[config.mk]
export PLATFORM = sky130hd
export DESIGN_NAME = vln_isqrt
export DESIGN_NICKNAME = d
export VERILOG_FILES = /design/src/hdl/vln_pkg.sv /design/src/hdl/vln_isqrt.sv
export SDC_FILE = /design/constraint.sdc
export NUM_CORES = 1
export LEC_CHECK = 0
export BUFFER_PORTS_ARGS = -buffer_cell sky130_fd_sc_hd__buf_2
export CAP_MARGIN = 5
export CELL_PAD_IN_SITES_DETAIL_PLACEMENT = 0
export CELL_PAD_IN_SITES_GLOBAL_PLACEMENT = 1
export CORE_MARGIN = 2
export CORE_UTILIZATION = 25
export CTS_CLUSTER_SIZE = 28
export DETAILED_ROUTE_END_ITERATION = 12
export HOLD_SLACK_MARGIN = 0.05
export PLACE_DENSITY_LB_ADDON = 0.1
export SYNTH_ARGS = -nofsm -noshare
export SYNTH_HDL_FRONTEND = slang
export SYNTH_SLANG_ARGS = --single-unit
[constraint.sdc]
create_clock -name clk -period 3.5 [get_ports clk]
set_input_delay 0.7 -clock clk [delete_from_list [all_inputs] [get_ports clk]]
set_output_delay 0.7 -clock clk [all_outputs]
set_load 0.02 [all_outputs]
[src/hdl/vln_pkg.sv]
// Shared types and constants of the L2 vector normalizer.
`default_nettype none

package vln_pkg;

	localparam int SUM_W     = 37;             // sum of squares, wraps
	localparam int LEN_W     = 27;             // length, Q.8
	localparam int DIM_W     = 7;              // vector_dim register
	localparam int Q_W       = 16;             // Q1.15 result
	localparam int FRAC_SH   = 16;             // sum << 16 puts the root in Q.8
	localparam int Q_SHIFT   = 23;             // element << 23 / length gives Q1.15
	localparam int PRE_SH    = Q_SHIFT - Q_W;  // dividend bits above the quotient
	localparam int X_W       = 2 * LEN_W;      // radicand, two bits per root bit
	localparam int REM_W     = LEN_W + 3;      // root remainder
	localparam int SQ_STEPS  = LEN_W;          // one root bit per step
	localparam int SQ_CW     = $clog2(SQ_STEPS + 1);
	localparam int DIV_CW    = $clog2(Q_W + 1);

	localparam int CFG_IW    = 1;
	localparam int CFG_DW    = LEN_W;

	localparam logic [CFG_IW-1:0] REG_VECTOR_DIM = 1'b0;
	localparam logic [CFG_IW-1:0] REG_MIN_LENGTH = 1'b1;

	localparam logic [DIM_W-1:0] DIM_RESET = 7'd64;

	typedef logic [LEN_W-1:0] len_t;
	typedef logic [Q_W-1:0]   q15_t;
	typedef logic [SUM_W-1:0] sum_t;

	localparam q15_t Q_POS_MAX = 16'h7FFF;
	localparam q15_t Q_NEG_MAG = 16'h8000;

endpackage

`default_nettype wire

[src/hdl/vln_isqrt.sv]
// Bit-serial integer square root of (sum << 16), one root bit per cycle.
`default_nettype none

module vln_isqrt
	import vln_pkg::*;
(
	input  wire logic clk,
	input  wire logic arst_n,
	input  wire logic start,
	input  wire sum_t sum,
	output logic      done,
	output len_t      root
);

	logic             busy_q;
	logic             done_q;
	logic [SQ_CW-1:0] cnt_q;
	logic [X_W-1:0]   x_q;
	logic [REM_W-1:0] rem_q;
	len_t             root_q;

	logic [REM_W-1:0] r2;
	logic [REM_W-1:0] trial;
	logic             ge;

	assign r2    = {rem_q[REM_W-3:0], x_q[X_W-1 -: 2]};
	assign trial = {1'b0, root_q, 2'b01};
	assign ge    = (r2 >= trial);

	always_ff @(posedge clk or negedge arst_n) begin
		if (!arst_n) begin
			busy_q <= 1'b0;
			done_q <= 1'b0;
			cnt_q  <= '0;
		end else begin
			done_q <= 1'b0;
			if (start) begin
				busy_q <= 1'b1;
				cnt_q  <= SQ_CW'(SQ_STEPS);
			end else if (busy_q) begin
				cnt_q <= cnt_q - SQ_CW'(1);
				if (cnt_q == SQ_CW'(1)) begin
					busy_q <= 1'b0;
					done_q <= 1'b1;
				end
			end
		end
	end

	always_ff @(posedge clk) begin
		if (start) begin
			x_q    <= X_W'({sum, FRAC_SH'(0)});
			rem_q  <= '0;
			root_q <= '0;
		end else if (busy_q) begin
			x_q    <= {x_q[X_W-3:0], 2'b00};
			rem_q  <= ge ? (r2 - trial) : r2;
			root_q <= {root_q[LEN_W-2:0], ge};
		end
	end

	assign done = done_q;
	assign root = root_q;

endmodule

`default_nettype wire

# == After elaboration in Yosys (flattened, before gate mapping) ==
# Cells that the tools add are included.
# classes
n_addsub,2
n_mul,0
div_mod_pow,0
order_cmp,1
n_eq_ne,1
shift,0
muxes,11
bitwise,0
n_reduce_logical,1
# ops
cell,n
$mux W53,2
$ge A30 B29 Y1,1
$mux W28,1
$sub A28 B28 Y28,1
$mux W5,2
$mux W1,6
$eq A5 B1 Y1 const B,1
$sub A5 B1 Y5 const B,1
$reduce_bool A2 Y1,1
# word_totals
regBits,100
latch_bits,0
ram_bits,0
rom_bits,0
inputBits,40
out_inout_bits,28
elab_cells,23
n_memories,0

# == Longest topological paths before layout ==
# depth
depth_word,4
mapped_depth,14

# == Worst setup path after synthesis ==
# OpenSTA, ideal clock, no wires.
# synth_timing
path_type,flip-flop to flip-flop
start,register root_q[8] (netlist: root[8])
end,register rem_q[10]
arrival_time_ps,2806
t_required_ps,3357
setup_slack_ps,551
stages_incl_launch_ff,14
path_buffers,3
synth_period_minus_slack_ps,2949
path_cell_list,dfxtp_1 -> inv_1 -> ha_1 -> buf_2 -> nand4_1 -> or4_1 -> o41ai_1 -> nand3_1 -> a31oi_1 -> a31oi_1 -> buf_6 -> clkbuf_1 -> a21oi_1 -> a211oi_2
# synth_via
elab_chain_cells,2
elab_cells_between_ends,3
# synth_rtl
item,line_no,source
"start, declared",vln_isqrt.sv:20,len_t root_q;
"start signal, assigned",vln_isqrt.sv:58,"root_q <= {root_q[LEN_W-2:0], ge};"
$sub A28 B28 Y28 / $ge A30 B29 Y1 (equally long branches),"vln_isqrt.sv:57, vln_isqrt.sv:28",
$mux W28 (*),vln_isqrt.sv:57,rem_q <= ge ? (r2 - trial) : r2;
"end signal, assigned",vln_isqrt.sv:57,
"end, declared",vln_isqrt.sv:19,logic [REM_W-1:0] rem_q;
# Every way passes the cells marked *; elsewhere a longest branch is shown, timed or not.
# A chain may end at the register's enable or synchronous reset.

# == Worst setup path in the final report ==
# layout_timing
start,register root_q[8] (netlist: root[8])
end,register rem_q[27]
# Same word-level chain as after synthesis.

==> impl_metrics.tcl <==
set metrics [dict create \
    status "complete, no violations" \
    io_pins 68 \
    pwr_density_cell_nw_per_um2 809 \
    critPathMaxFanout 7 \
    antenna_cells 0 \
    die_area_um2 23900 \
    yosysMostFrequentCell "nor2_1" \
    die_w_um 155 \
    rr_startpoint "root[8]$_SDFFE_PP0P_" \
    reg2reg_depth 11 \
    wirelength_um 13700 \
    drtAntennaViolNets 0 \
    cts-buffers-inserted 9 \
    fin_area_um2 6730 \
    initial_utilization_pct 25.3 \
    drt_iter0_drc 237 \
    clkSlewWorstSetupHoldPaths_ns 0.08 \
    io_buffer_count 67 \
    rsz0062_at_grt "false" \
    reg2reg_to "rem_q[27]$_SDFFE_PP0P_" \
    ys_top_cells_by_area "dfxtp_1 20%, edfxtp_1 20%, mux2_2 7.0%, ha_1 6.8%, mux2i_1 6.2%" \
    ys_warn_count 0 \
    core_um2 22400 \
    syn_nets 654 \
    tritoncts_num_sinks 100 \
    path_buf_inv 1 \
    cts-root-buf "clkbuf_16" \
    synth_ff_type "dfxtp_1" \
    syn_area_um2 5670 \
    synth_edf_count 37 \
    final-setup-viol-count 0 \
    fillerInstances 2407 \
    hpwlAfterDp_um 9780 \
    required_ns 3.79 \
    seq_area_frac_synth_pct 42.5 \
    critPathSlowestCell "or4_1" \
    async_reset_ff_share_pct 7.00 \
    maxSlewViolCount 0 \
    insertion_delay_ns 0.36 \
    crit_path_end_kind "flip-flop" \
    syn_inst 583 \
    crit_path_start_kind "flip-flop" \
    avgSynthCellArea_um2 9.72 \
    synth_top_area_share_pct 19.8 \
    overflow 0 \
    tightest_slew_ns 0.607 \
    hold_class "input port to asynchronous set/reset pin" \
    final_core_utilization_pct 30.0 \
    synth_seq_cells 100 \
    wl_per_cell_um 14.6 \
    grt_pass1_wl_um 22900 \
    cts_tree "done" \
    synth_top_cell_by_area "dfxtp_1" \
    synth_cell_types 50 \
    hold_violations 0 \
    max_slew_margin_pct 59.6 \
    crit_arrival_ns 3.36 \
    synth_common_cells "76 x nor2_1, 56 x dfxtp_1, 44 x a21oi_1" \
    syn2layout_area_growth_pct 18.7 \
    fin_crit_sh_pct 87.9 \
    globalRouteTotalUtil_pct 11.8 \
    first_global_vias 4453 \
    grt_antenna_before_repair 1 \
    post_cts_buffers 0 \
    vias 4359 \
    dpl_cell_area_um2 6430 \
    max_freq_mhz 325 \
    h-tree-depth 3 \
    fin_setup_tns_ns 0 \
    worst_slack_ns 0.425 \
    finalPower_mw 5.44 \
    rows 55 \
    grt_max_degree 65 \
    ir_worst_vdd_mv 0.281 \
    first_pass_iters 4 \
    clockBufferDepth 2 \
    place_congestion 0.785 \
    critPathKind "flip-flop to flip-flop" \
    drc_errors 0 \
    dp_slack_ns 0.421 \
    drive_gt1_share_pct 23.1 \
    viasPerCell 4.64 \
    ctsHoldBuffers 0 \
    path_cells "inv_1 -> ha_1 -> nand4_1 -> or4_1 -> o41ai_1 -> nand3_1 -> a31oi_1 -> a31oi_4 -> nor2_1 -> nand2_1 -> o22ai_1" \
    r2r_setup_slack_ns 0.42 \
    die_h_um 155 \
    period_minus_slack_ns 3.08 \
    max_stage_delay_ns 0.56 \
    p_leak_nw 2.96 \
    cp_top_family "simple AND/OR/NAND/NOR gates" \
    cap_violations 0 \
    cts_resized 0 \
    skew_ns 0.0120 \
    num-nets-final 720 \
]
[power by group]
group / switching, mW / internal (mW) / total, mW / leakage (nW)
sequential: 0.119 / 1.39 / 1.51 / 0.929
combinational: 1.55 / 1.35 / 2.90 / 1.89
clock: 0.523 / 0.508 / 1.03 / 0.144
[cells in the final DEF (no fill, tap or decap), types with 4 or more instances in the layout]
cell type and n:
nand3_1 9, xnor2_1 18, nor2_1 76, nor3_1 6, edfxtp_1 37, a211oi_2 8
mux2i_1 35, o21a_1 4, a21o_1 17, a31oi_1 9, nand2b_1 11, buf_4 19
buf_2 66, clkbuf_16 9, mux2_2 35, a211oi_1 17, nand2_1 23, nor2b_1 6
dfxtp_1 56, inv_8 4, o21ai_0 17, dfrtp_1 6, ha_1 31, inv_1 33
xor2_1 10, o21bai_1 5, a21oi_1 44
[sequential cells by signal, indices dropped and copies added (netlist names)]
| register | flops |
|---|---|
| root | 27 |
| rem_q | 28 |
| busy_q | 1 |
| done | 1 |
| x_q | 38 |
| cnt_q | 5 |
[per-stage QoR]
| step | std cells | hold WS, ns |
|---|---|---|
| after floorplan | 583 | 0.404 |
| after global placement | 923 | 0.463 |
| after detailed placement | 923 | 0.482 |
| after CTS | 939 | 0.150 |
| after global routing | 939 | 0.156 |
| final | 939 | 0.168 |
[worst max-delay path by stage]
stage / startpoint / slack, ns / cells after the start / endpoint
detailed placement: root[14]$_SDFFE_PP0P_ / 0.42 / 11 / rem_q[27]$_SDFFE_PP0P_
floorplan: root[8]$_SDFFE_PP0P_ / 0.55 / 13 / rem_q[10]$_SDFFE_PP0P_
CTS: root[14]$_SDFFE_PP0P_ / 0.38 / 11 / rem_q[27]$_SDFFE_PP0P_
finish: root[8]$_SDFFE_PP0P_ / 0.42 / 11 / rem_q[27]$_SDFFE_PP0P_
global placement: root[9]$_SDFFE_PP0P_ / 0.44 / 12 / rem_q[2]$_SDFFE_PP0P_
global route: root[14]$_SDFFE_PP0P_ / 0.12 / 12 / rem_q[2]$_SDFFE_PP0P_
[routing by layer]
metal | routed length, um | share of wire [%] | vias up | global-route usage, %
met5 | 16 | 0.12 | - | 0
met4 | 157 | 1.1 | 2 | 3.48
met3 | 475 | 3.5 | 12 | 2.66
met2 | 6310 | 46 | 71 | 19.3
met1 | 6740 | 49 | 2058 | 15.6
li1 | - | - | 2216 | -
[logic make-up (layout without fill, tap and decap cells)]
kind of cell | Yosys count | after routing | synth area share [%]
AND/OR/NAND/NOR | 152 | 152 | 12.4
AO/OA/AOI/OAI | 136 | 136 | 16.1
flip-flops | 100 | 100 | 42.5
multiplexers | 70 | 70 | 13.1
buffers and inverters | 66 | 137 | 4.73
adder cells (fa/ha/maj) | 31 | 31 | 6.85
XOR/XNOR | 28 | 28 | 4.33
[layout make-up]
type	count	area [um2]	area share [%]
sequential	100	2410	35.9
multi-input combinational	417	3010	44.7
clock buffer	9	225	3.35
tap	285	357	5.30
clock inverter	7	70.1	1.04
inverter	33	124	1.84
timing repair buffer	88	533	7.93
[worst register-to-register path: stages (launching register included)]
cell and delay, ns:
dfxtp_1 0.38, inv_1 0.06, ha_1 0.29, nand4_1 0.15
or4_1 0.56, o41ai_1 0.37, nand3_1 0.12, a31oi_1 0.28
a31oi_4 0.12, nor2_1 0.42, nand2_1 0.12, o22ai_1 0.15
(Power assumes the default switching activity.)
