**config.mk**
```make
export PLATFORM = sky130hd
export DESIGN_NAME = vln_div
export DESIGN_NICKNAME = d
export VERILOG_FILES = /design/src/hdl/vln_pkg.sv /design/src/hdl/vln_div.sv
export SDC_FILE = /design/constraint.sdc
export NUM_CORES = 1
export LEC_CHECK = 0
export BUFFER_PORTS_ARGS = -buffer_cell sky130_fd_sc_hd__buf_4
export CORE_MARGIN = 5
export CORE_UTILIZATION = 35
export DETAILED_ROUTE_END_ITERATION = 10
export HOLD_SLACK_MARGIN = 0.05
export RECOVER_POWER = 100
export SETUP_SLACK_MARGIN = 0.3
export SYNTH_ARGS = -nofsm -noshare
export SYNTH_HDL_FRONTEND = slang
export SYNTH_SLANG_ARGS = --single-unit
```
**constraint.sdc**
```tcl
create_clock -name clk -period 2.51 [get_ports clk]
set_clock_uncertainty 0.15 [all_clocks]
set_input_delay 0.6275 -clock clk [delete_from_list [all_inputs] [get_ports clk]]
set_output_delay 0.6275 -clock clk [all_outputs]
set_load 0.02 [all_outputs]
```
**src/hdl/vln_pkg.sv**
```systemverilog
// Shared types and constants of the L2 vector normalizer.
`default_nettype none

package vln_pkg;

	localparam int SUM_W     = 37;             // sum of squares, wraps
	localparam int LEN_W     = 27;             // length, Q.8
	localparam int DIM_W     = 7;              // vector_dim register
	localparam int Q_W       = 16;             // Q1.15 result
	localparam int FRAC_SH   = 16;             // sum << 16 puts the root in Q.8
	localparam int Q_SHIFT   = 23;             // element << 23 / length gives Q1.15
	localparam int PRE_SH    = Q_SHIFT - Q_W;  // dividend bits above the quotient
	localparam int X_W       = 2 * LEN_W;      // radicand, two bits per root bit
	localparam int REM_W     = LEN_W + 3;      // root remainder
	localparam int SQ_STEPS  = LEN_W;          // one root bit per step
	localparam int SQ_CW     = $clog2(SQ_STEPS + 1);
	localparam int DIV_CW    = $clog2(Q_W + 1);

	localparam int CFG_IW    = 1;
	localparam int CFG_DW    = LEN_W;

	localparam logic [CFG_IW-1:0] REG_VECTOR_DIM = 1'b0;
	localparam logic [CFG_IW-1:0] REG_MIN_LENGTH = 1'b1;

	localparam logic [DIM_W-1:0] DIM_RESET = 7'd64;

	typedef logic [LEN_W-1:0] len_t;
	typedef logic [Q_W-1:0]   q15_t;
	typedef logic [SUM_W-1:0] sum_t;

	localparam q15_t Q_POS_MAX = 16'h7FFF;
	localparam q15_t Q_NEG_MAG = 16'h8000;

endpackage

`default_nettype wire

```
**src/hdl/vln_div.sv**
```systemverilog
// Restoring serial divider: element / length in Q1.15, one quotient bit per cycle.
`default_nettype none

module vln_div
	import vln_pkg::*;
#(
	parameter int ELEMENT_BITS = 16
) (
	input  wire logic                           clk,
	input  wire logic                           arst_n,
	input  wire logic                           start,
	input  wire logic signed [ELEMENT_BITS-1:0] elem,
	input  wire len_t                           len,
	output logic                                done,
	output q15_t                                quot
);

	localparam int EB    = ELEMENT_BITS;
	localparam int SC_W  = EB + PRE_SH;
	localparam int CMP_W = (SC_W > LEN_W) ? SC_W : LEN_W;

	logic              busy_q;
	logic              done_q;
	logic [DIV_CW-1:0] cnt_q;
	logic              neg_q;
	logic              ovf_q;
	len_t              rem_q;
	q15_t              q_q;

	logic [EB-1:0]     elem_u;
	logic              neg;
	logic [EB-1:0]     mag;
	logic [SC_W-1:0]   scaled;
	logic              ovf;
	logic [LEN_W:0]    t;
	logic [LEN_W:0]    len_x;
	logic              ge;
	q15_t              neg_mag;

	assign elem_u = elem;
	assign neg    = elem[EB-1];
	assign mag    = neg ? (~elem_u + EB'(1)) : elem_u;
	assign scaled = {mag, PRE_SH'(0)};
	// quotient of 2^16 or more saturates either way
	assign ovf    = (CMP_W'(scaled) >= CMP_W'(len));

	assign t     = {rem_q, 1'b0};
	assign len_x = {1'b0, len};
	assign ge    = (t >= len_x);

	always_ff @(posedge clk or negedge arst_n) begin
		if (!arst_n) begin
			busy_q <= 1'b0;
			done_q <= 1'b0;
			cnt_q  <= '0;
		end else begin
			done_q <= 1'b0;
			if (start) begin
				busy_q <= !ovf;
				done_q <= ovf;
				cnt_q  <= DIV_CW'(Q_W);
			end else if (busy_q) begin
				cnt_q <= cnt_q - DIV_CW'(1);
				if (cnt_q == DIV_CW'(1)) begin
					busy_q <= 1'b0;
					done_q <= 1'b1;
				end
			end
		end
	end

	always_ff @(posedge clk) begin
		if (start) begin
			neg_q <= neg;
			ovf_q <= ovf;
			rem_q <= LEN_W'(scaled);
			q_q   <= '0;
		end else if (busy_q) begin
			rem_q <= ge ? LEN_W'(t - len_x) : LEN_W'(t);
			q_q   <= {q_q[Q_W-2:0], ge};
		end
	end

	always_comb begin
		neg_mag = (ovf_q || (q_q > Q_NEG_MAG)) ? Q_NEG_MAG : q_q;
		if (neg_q)
			quot = ~neg_mag + Q_W'(1);
		else if (ovf_q || q_q[Q_W-1])
			quot = Q_POS_MAX;
		else
			quot = q_q;
	end

	assign done = done_q;

endmodule

`default_nettype wire

```
Word level (Yosys, flattened, before mapping)
Cells that the tools add are included.
{"block": "word_totals", "regBits": 52, "in_bits": 46, "output_inout_bits": 17, "wordCells": 37}
{"block": "classes", "n_addsub": 4, "n_lt_le_gt_ge": 3, "n_eq_ne": 1, "muxes": 15, "bitwise_logic": 2, "n_reduce_logical": 4}
{"operator": "2-to-1 mux 16 bit", "n": 4}
{"operator": "2-to-1 mux 23 bit", "n": 2}
{"operator": "adder 16 x 1 -> 16 bit (second input constant)", "n": 2}
{"operator": "inverter 16 bit", "n": 2}
{"operator": "greater-or-equal comparator 28 x 27 -> 1 bit", "n": 1}
{"operator": "greater-or-equal comparator 23 x 27 -> 1 bit", "n": 1}
{"operator": "2-to-1 mux 27 bit", "n": 1}
{"operator": "subtractor 27 bit", "n": 1}
{"operator": "> comparator 16 bit (second input constant)", "n": 1}
{"operator": "2-to-1 mux 5 bit", "n": 2}
{"operator": "2-to-1 mux 1 bit", "n": 6}
{"operator": "equality test 5 x 1 -> 1 bit (second input constant)", "n": 1}
{"operator": "subtractor 5 x 1 -> 5 bit (second input constant)", "n": 1}
{"operator": "logical OR 1 bit", "n": 2}
{"operator": "nonzero test 2 bit", "n": 1}
{"operator": "logical NOT 1 bit", "n": 1}

Longest topological paths before layout
{"block": "depth", "word_depth": 6, "mapped_depth": 14, "depth_no_buf": 14}

Least setup slack after synthesis
OpenSTA, ideal clock, no wires.
{"block": "synth_timing", "path_kind": "input-to-reg", "start": "input port elem[4]", "end": "register ovf_q, data pin", "setup_time_ns": 0.283, "arrival_ns": 2.767, "required_time_ns": 2.077, "path_slack_ns": -0.690, "stages": 12, "n_path_buf": 0, "cell_sequence": "nor4_1 > nand2_1 > nand2_1 > xnor2_1 > ha_1 > a21o_1 > a21o_1 > a21o_1 > a21oi_1 > nor2_1 > a2111oi_1 > o22ai_1"}
{"block": "synth_between", "elab_chain_len": 4}
{"item": "start: declaration", "line": "vln_div.sv:12", "rtl": "input wire logic signed [ELEMENT_BITS-1:0] elem,"}
{"item": "inverter 16 bit", "line": "vln_div.sv:42", "rtl": "assign mag = neg ? (~elem_u + EB'(1)) : elem_u;"}
{"item": "adder 16 x 1 -> 16 bit", "line": "vln_div.sv:42"}
{"item": "2-to-1 mux 16 bit *", "line": "vln_div.sv:42"}
{"item": "greater-or-equal comparator 23 x 27 -> 1 bit *", "line": "vln_div.sv:45", "rtl": "assign ovf = (CMP_W'(scaled) >= CMP_W'(len));"}
{"item": "named net ovf", "line": "vln_div.sv:34", "rtl": "logic ovf;"}
{"item": "end signal: assignment", "line": "vln_div.sv:75", "rtl": "ovf_q <= ovf;"}
{"item": "end: declaration", "line": "vln_div.sv:26", "rtl": "logic ovf_q;"}
The timed path passes the listed nets; every way through them passes the cells marked *.
A chain may end at the register's enable or synchronous reset.

Worst setup path in the final report
{"block": "layout_timing", "start": "register q_q[10]", "end": "output port quot[14]"}
{"block": "layout_between", "elab_chain_len": 6}
{"item": "start: declaration", "line": "vln_div.sv:28", "rtl": "q15_t q_q;"}
{"item": "start signal: assignment", "line": "vln_div.sv:80", "rtl": "q_q <= {q_q[Q_W-2:0], ge};"}
{"item": "> comparator 16 bit", "line": "vln_div.sv:85", "rtl": "neg_mag = (ovf_q || (q_q > Q_NEG_MAG)) ? Q_NEG_MAG : q_q;"}
{"item": "logical OR 1 bit", "line": "vln_div.sv:85"}
{"item": "2-to-1 mux 16 bit *", "line": "vln_div.sv:85"}
{"item": "inverter 16 bit *", "line": "vln_div.sv:87", "rtl": "quot = ~neg_mag + Q_W'(1);"}
{"item": "adder 16 x 1 -> 16 bit *", "line": "vln_div.sv:87"}
{"item": "2-to-1 mux 16 bit *", "line": "vln_div.sv:86", "rtl": "if (neg_q)"}
{"item": "end: declaration", "line": "vln_div.sv:15", "rtl": "output q15_t quot"}
Every way passes the cells marked *; elsewhere a longest branch is shown, timed or not.

==> impl_summary.log <==
INFO  metric run_status = finished, violations left
INFO  metric failed_checks = negative setup slack
INFO  metric yosysTopAreaCellShare = 0.116
INFO  metric post_detailed_route_wirelength_per_cell = 16.2 um
INFO  metric final_core_utilization = 0.616
INFO  metric route.vias.total = 5809
INFO  metric critPathKind = register to output pin
INFO  metric final_period_minus_worst_setup_slack = 3.17 ns
INFO  metric synth_fp_nets = 736
INFO  metric numCtsBuffers = 5
INFO  metric finalHoldWorstSlack = about 0.35 ns
INFO  metric detail_route.drc_violations = 0
INFO  metric finalNetCount = 1001
INFO  metric hpwl = 12900 um
INFO  metric max-clock-path-buffers = 2
INFO  metric wirelength = 17700 um
INFO  metric avgSynthCellArea = approximately 7.9 um2
INFO  metric htree_levels = 2
INFO  metric timing.critical_path.cells = or3_4 -> nor3_4 -> nand4_1 -> a21o_4 -> o21bai_4 -> buf_4 -> o311ai_4 -> o21ai_2 -> a21oi_4 -> buf_6
INFO  metric hold_viol = 0
INFO  metric peak_vdd_ir = approximately 0.00040 V
INFO  metric latest_clock_arrival_within_the_worst_skew_pair = 0.31 ns
INFO  metric number_of_buffers_added_on_ports = between 60 and 70
INFO  metric post_layout_worst_setup_margin = -0.662 ns
INFO  metric pwr-share-comb = 0.727
INFO  metric gp_congestion = around 0.89
INFO  metric hold_path_class = register to register
INFO  metric power_density = just under 900 mW/mm2
INFO  metric final_antenna_net_count = 0
INFO  metric timing.final.crit_share = 1.26
INFO  metric report.final.slew_viol_count = 0
INFO  metric postSynthCellCount = 642
INFO  metric critical_path.slowest_cell = sky130_fd_sc_hd__or3_4
INFO  metric worst_tran_pin_value = 0.901 ns
INFO  metric yosys.cell_types.count = 74
INFO  metric crit_arrival = roughly 2.4 ns
INFO  metric postSynthRegisterBits = 52
INFO  metric layout.cell_area.non_filler = between 0.008 and 0.009 mm2
INFO  metric avgViaCountPerCell = 5.34
INFO  metric timing.critical_path.from = q_q[10]
INFO  metric path_max_fanout = 7
INFO  metric grt_pass1_wl = 28500 um
INFO  metric cell_internal_pwr = 4.41 mW
INFO  metric dieArea = around 0.017 mm2
INFO  metric boundaryPins = 63
INFO  metric critPathBufInv = 2
INFO  metric p_leak = 4.04 nW
INFO  metric die_h = between 100 and 150 um
INFO  metric first_global_vias = 6028
INFO  metric drtPass1Iterations = 5
INFO  metric floorplan.die.width = 130 um
INFO  metric worst_r2r_startpoint = rem_q[0]
INFO  metric cts_num_sinks = 52
INFO  metric clock_power_share = 0.096
INFO  metric clkSlewWorstSetupHoldPaths = 0.07 ns
INFO  metric timing.critical_path.slowest_cell_delay = 0.40 ns
INFO  metric global_route.overflow_total = 0
INFO  metric reg_power_frac = 0.177
INFO  metric synth_edf_count = 18
INFO  metric timing.max_cap.violations = 0
INFO  metric setup-tns-final = -17.34 ns
INFO  metric start_util = 0.361
INFO  metric yosys-top-cells-count = sky130_fd_sc_hd__nor2_1 (75), sky130_fd_sc_hd__nand2_1 (62), sky130_fd_sc_hd__a21oi_1 (49)
INFO  metric unrepaired_setup_endpoints_after_global_routing = true
INFO  metric cp_top_family = simple AND/OR/NAND/NOR gates
INFO  metric syn2layout_area_growth = 70.6%
INFO  metric rows = 43
INFO  metric synth_seq_area_share = 0.249
INFO  metric grt_antenna_before_repair = 0
INFO  metric netlist_area = 0.00505 mm2
INFO  metric netSwitchingFraction = 0.417
INFO  metric grt_max_degree = 41
INFO  metric synth_area_leaders = sky130_fd_sc_hd__ha_1 (12%), sky130_fd_sc_hd__dfxtp_1 (11%), sky130_fd_sc_hd__edfxtp_1 (11%)
INFO  metric placedCellCount = 1040
INFO  metric critical_path_endpoint_category = output pin
INFO  metric worst-endpoint-required = ~1.7 ns
INFO  metric timing.hold.worst.start = rem_q[26]
INFO  metric num_antenna_cells = 0
INFO  metric grt_use_total = 0.208
INFO  metric ys.warnings.count = 0
INFO  metric synth_area_leader = sky130_fd_sc_hd__ha_1
INFO  metric dr.first_iter.drc_count = between 300 and 400
INFO  metric ys_dominant_reg_cell = sky130_fd_sc_hd__dfxtp_1
INFO  metric max_slew_margin = 0.399
INFO  metric tritoncts = built
INFO  metric finalSetupViolations = 45
INFO  metric post_route_cells_drive_above_1_share = 0.492
INFO  metric ys_async_sr_fraction = 0.135
INFO  metric synthMostInstantiatedCell = sky130_fd_sc_hd__nor2_1
INFO  metric post_dp_cell_area = 0.00742 mm2
INFO  metric fp.coreArea = 0.0140 mm2
INFO  metric p_sw = ~3.2 mW
INFO  metric final_instance_count_excl_fillers = 1088
INFO  metric clk_root_buffer_cell = sky130_fd_sc_hd__clkbuf_16
INFO  metric maxClockFrequency = around 0.32 GHz
INFO  metric worstSetupStartpointType = register
==> repair_timing <==
action,4_1_cts,5_1_grt
setup buffers,22,13
cloned,4,0
resized for setup,99,61
endpoints found under the hold margin,7,0
setup endpoints to repair,47,47
pin swaps,41,43
hold buffers,1,0
==> cell type report <==
type / count / area, um2
fill: 1183 / 5370
sequential: 52 / 1260
multi-input combinational: 517 / 4400
clock buffer: 5 / 125
inverter: 43 / 171
clock inverter: 3 / 22.5
tap: 180 / 225
timing repair buffer: 288 / 2410
==> through the flow <==
| step | total power [mW] | worst slack, ns |
|---|---|---|
| 4_1_cts | 7.07 | -0.627 |
| 6_report | 7.56 | -0.662 |
| 3_5_place_dp | 5.48 | -0.894 |
| 2_1_floorplan | 3.90 | -0.557 |
| 5_1_grt | 8.02 | -0.756 |
| 3_3_place_gp | 5.40 | -0.874 |
==> cell usage in the layout (no fill, tap or decap), drive strengths merged, types with 8 or more instances in the layout <==
cell	count
a211oi	8
a21o	22
a21oi	50
a22o	8
a32oi	9
buf	278
clkbuf	14
dfxtp	27
edfxtp	18
ha	47
inv	44
mux2i	20
nand2	62
nand3	8
nand4	10
nor2	75
nor3	11
o21ai	52
xnor2	24
xor2	13
==> kinds of logic (layout without fill, tap and decap cells) <==
kind of cell | count (synthesis) | in the layout | share of synthesized area
simple gates | 209 | 209 | 0.195
compound gates | 202 | 202 | 0.269
xor+xnor | 37 | 37 | 0.0642
flops | 52 | 52 | 0.249
buf+inv | 73 | 339 | 0.0605
fa+ha+maj | 48 | 48 | 0.120
mux | 21 | 21 | 0.0419
==> worst min-delay path, delay by kind of cell, from the launching register on <==
family | cells | cell delay [ns]
flip-flops | 1 | 0.32
AND/OR/NAND/NOR | 1 | 0.09
AO/OA/AOI/OAI | 1 | 0.05
==> metal layers <==
metal  part of all wire  global-route usage
met2               0.49               0.361
met5                  0                   0
met3              0.037              0.0356
met4              0.027              0.0709
met1               0.44               0.260
==> power by group through the flow <==
| stage | clock (mW) | combinational, mW | sequential [mW] |
|---|---|---|---|
| final | 0.727 | 5.49 | 1.34 |
| after global routing | 0.774 | 5.88 | 1.37 |
| after CTS | 0.742 | 5.02 | 1.31 |
| after detailed placement | 0 | 4.16 | 1.32 |
| after global placement | 0 | 4.08 | 1.31 |
| after floorplan | 0 | 2.62 | 1.28 |
==> flip-flops by register name (all words and copies together) (netlist names) <==
| signal | count |
|---|---|
| q_q | 16 |
| cnt_q | 5 |
| done | 1 |
| busy_q | 1 |
| neg_q | 1 |
| rem_q | 27 |
| ovf_q | 1 |
==> worst paths after layout <==
kind                              to  slack (ns)  depth (start not counted)
min reg2reg                rem_q[26]        0.35                          2
max                         quot[14]       -0.66                         10
max reg2reg                rem_q[20]       -0.31                         11
max in group asynchronous   cnt_q[2]        1.33                          2
min in group asynchronous     busy_q        0.61                          2
min                        rem_q[26]        0.35                          2
Note: power is estimated with default switching activity, not from simulation.
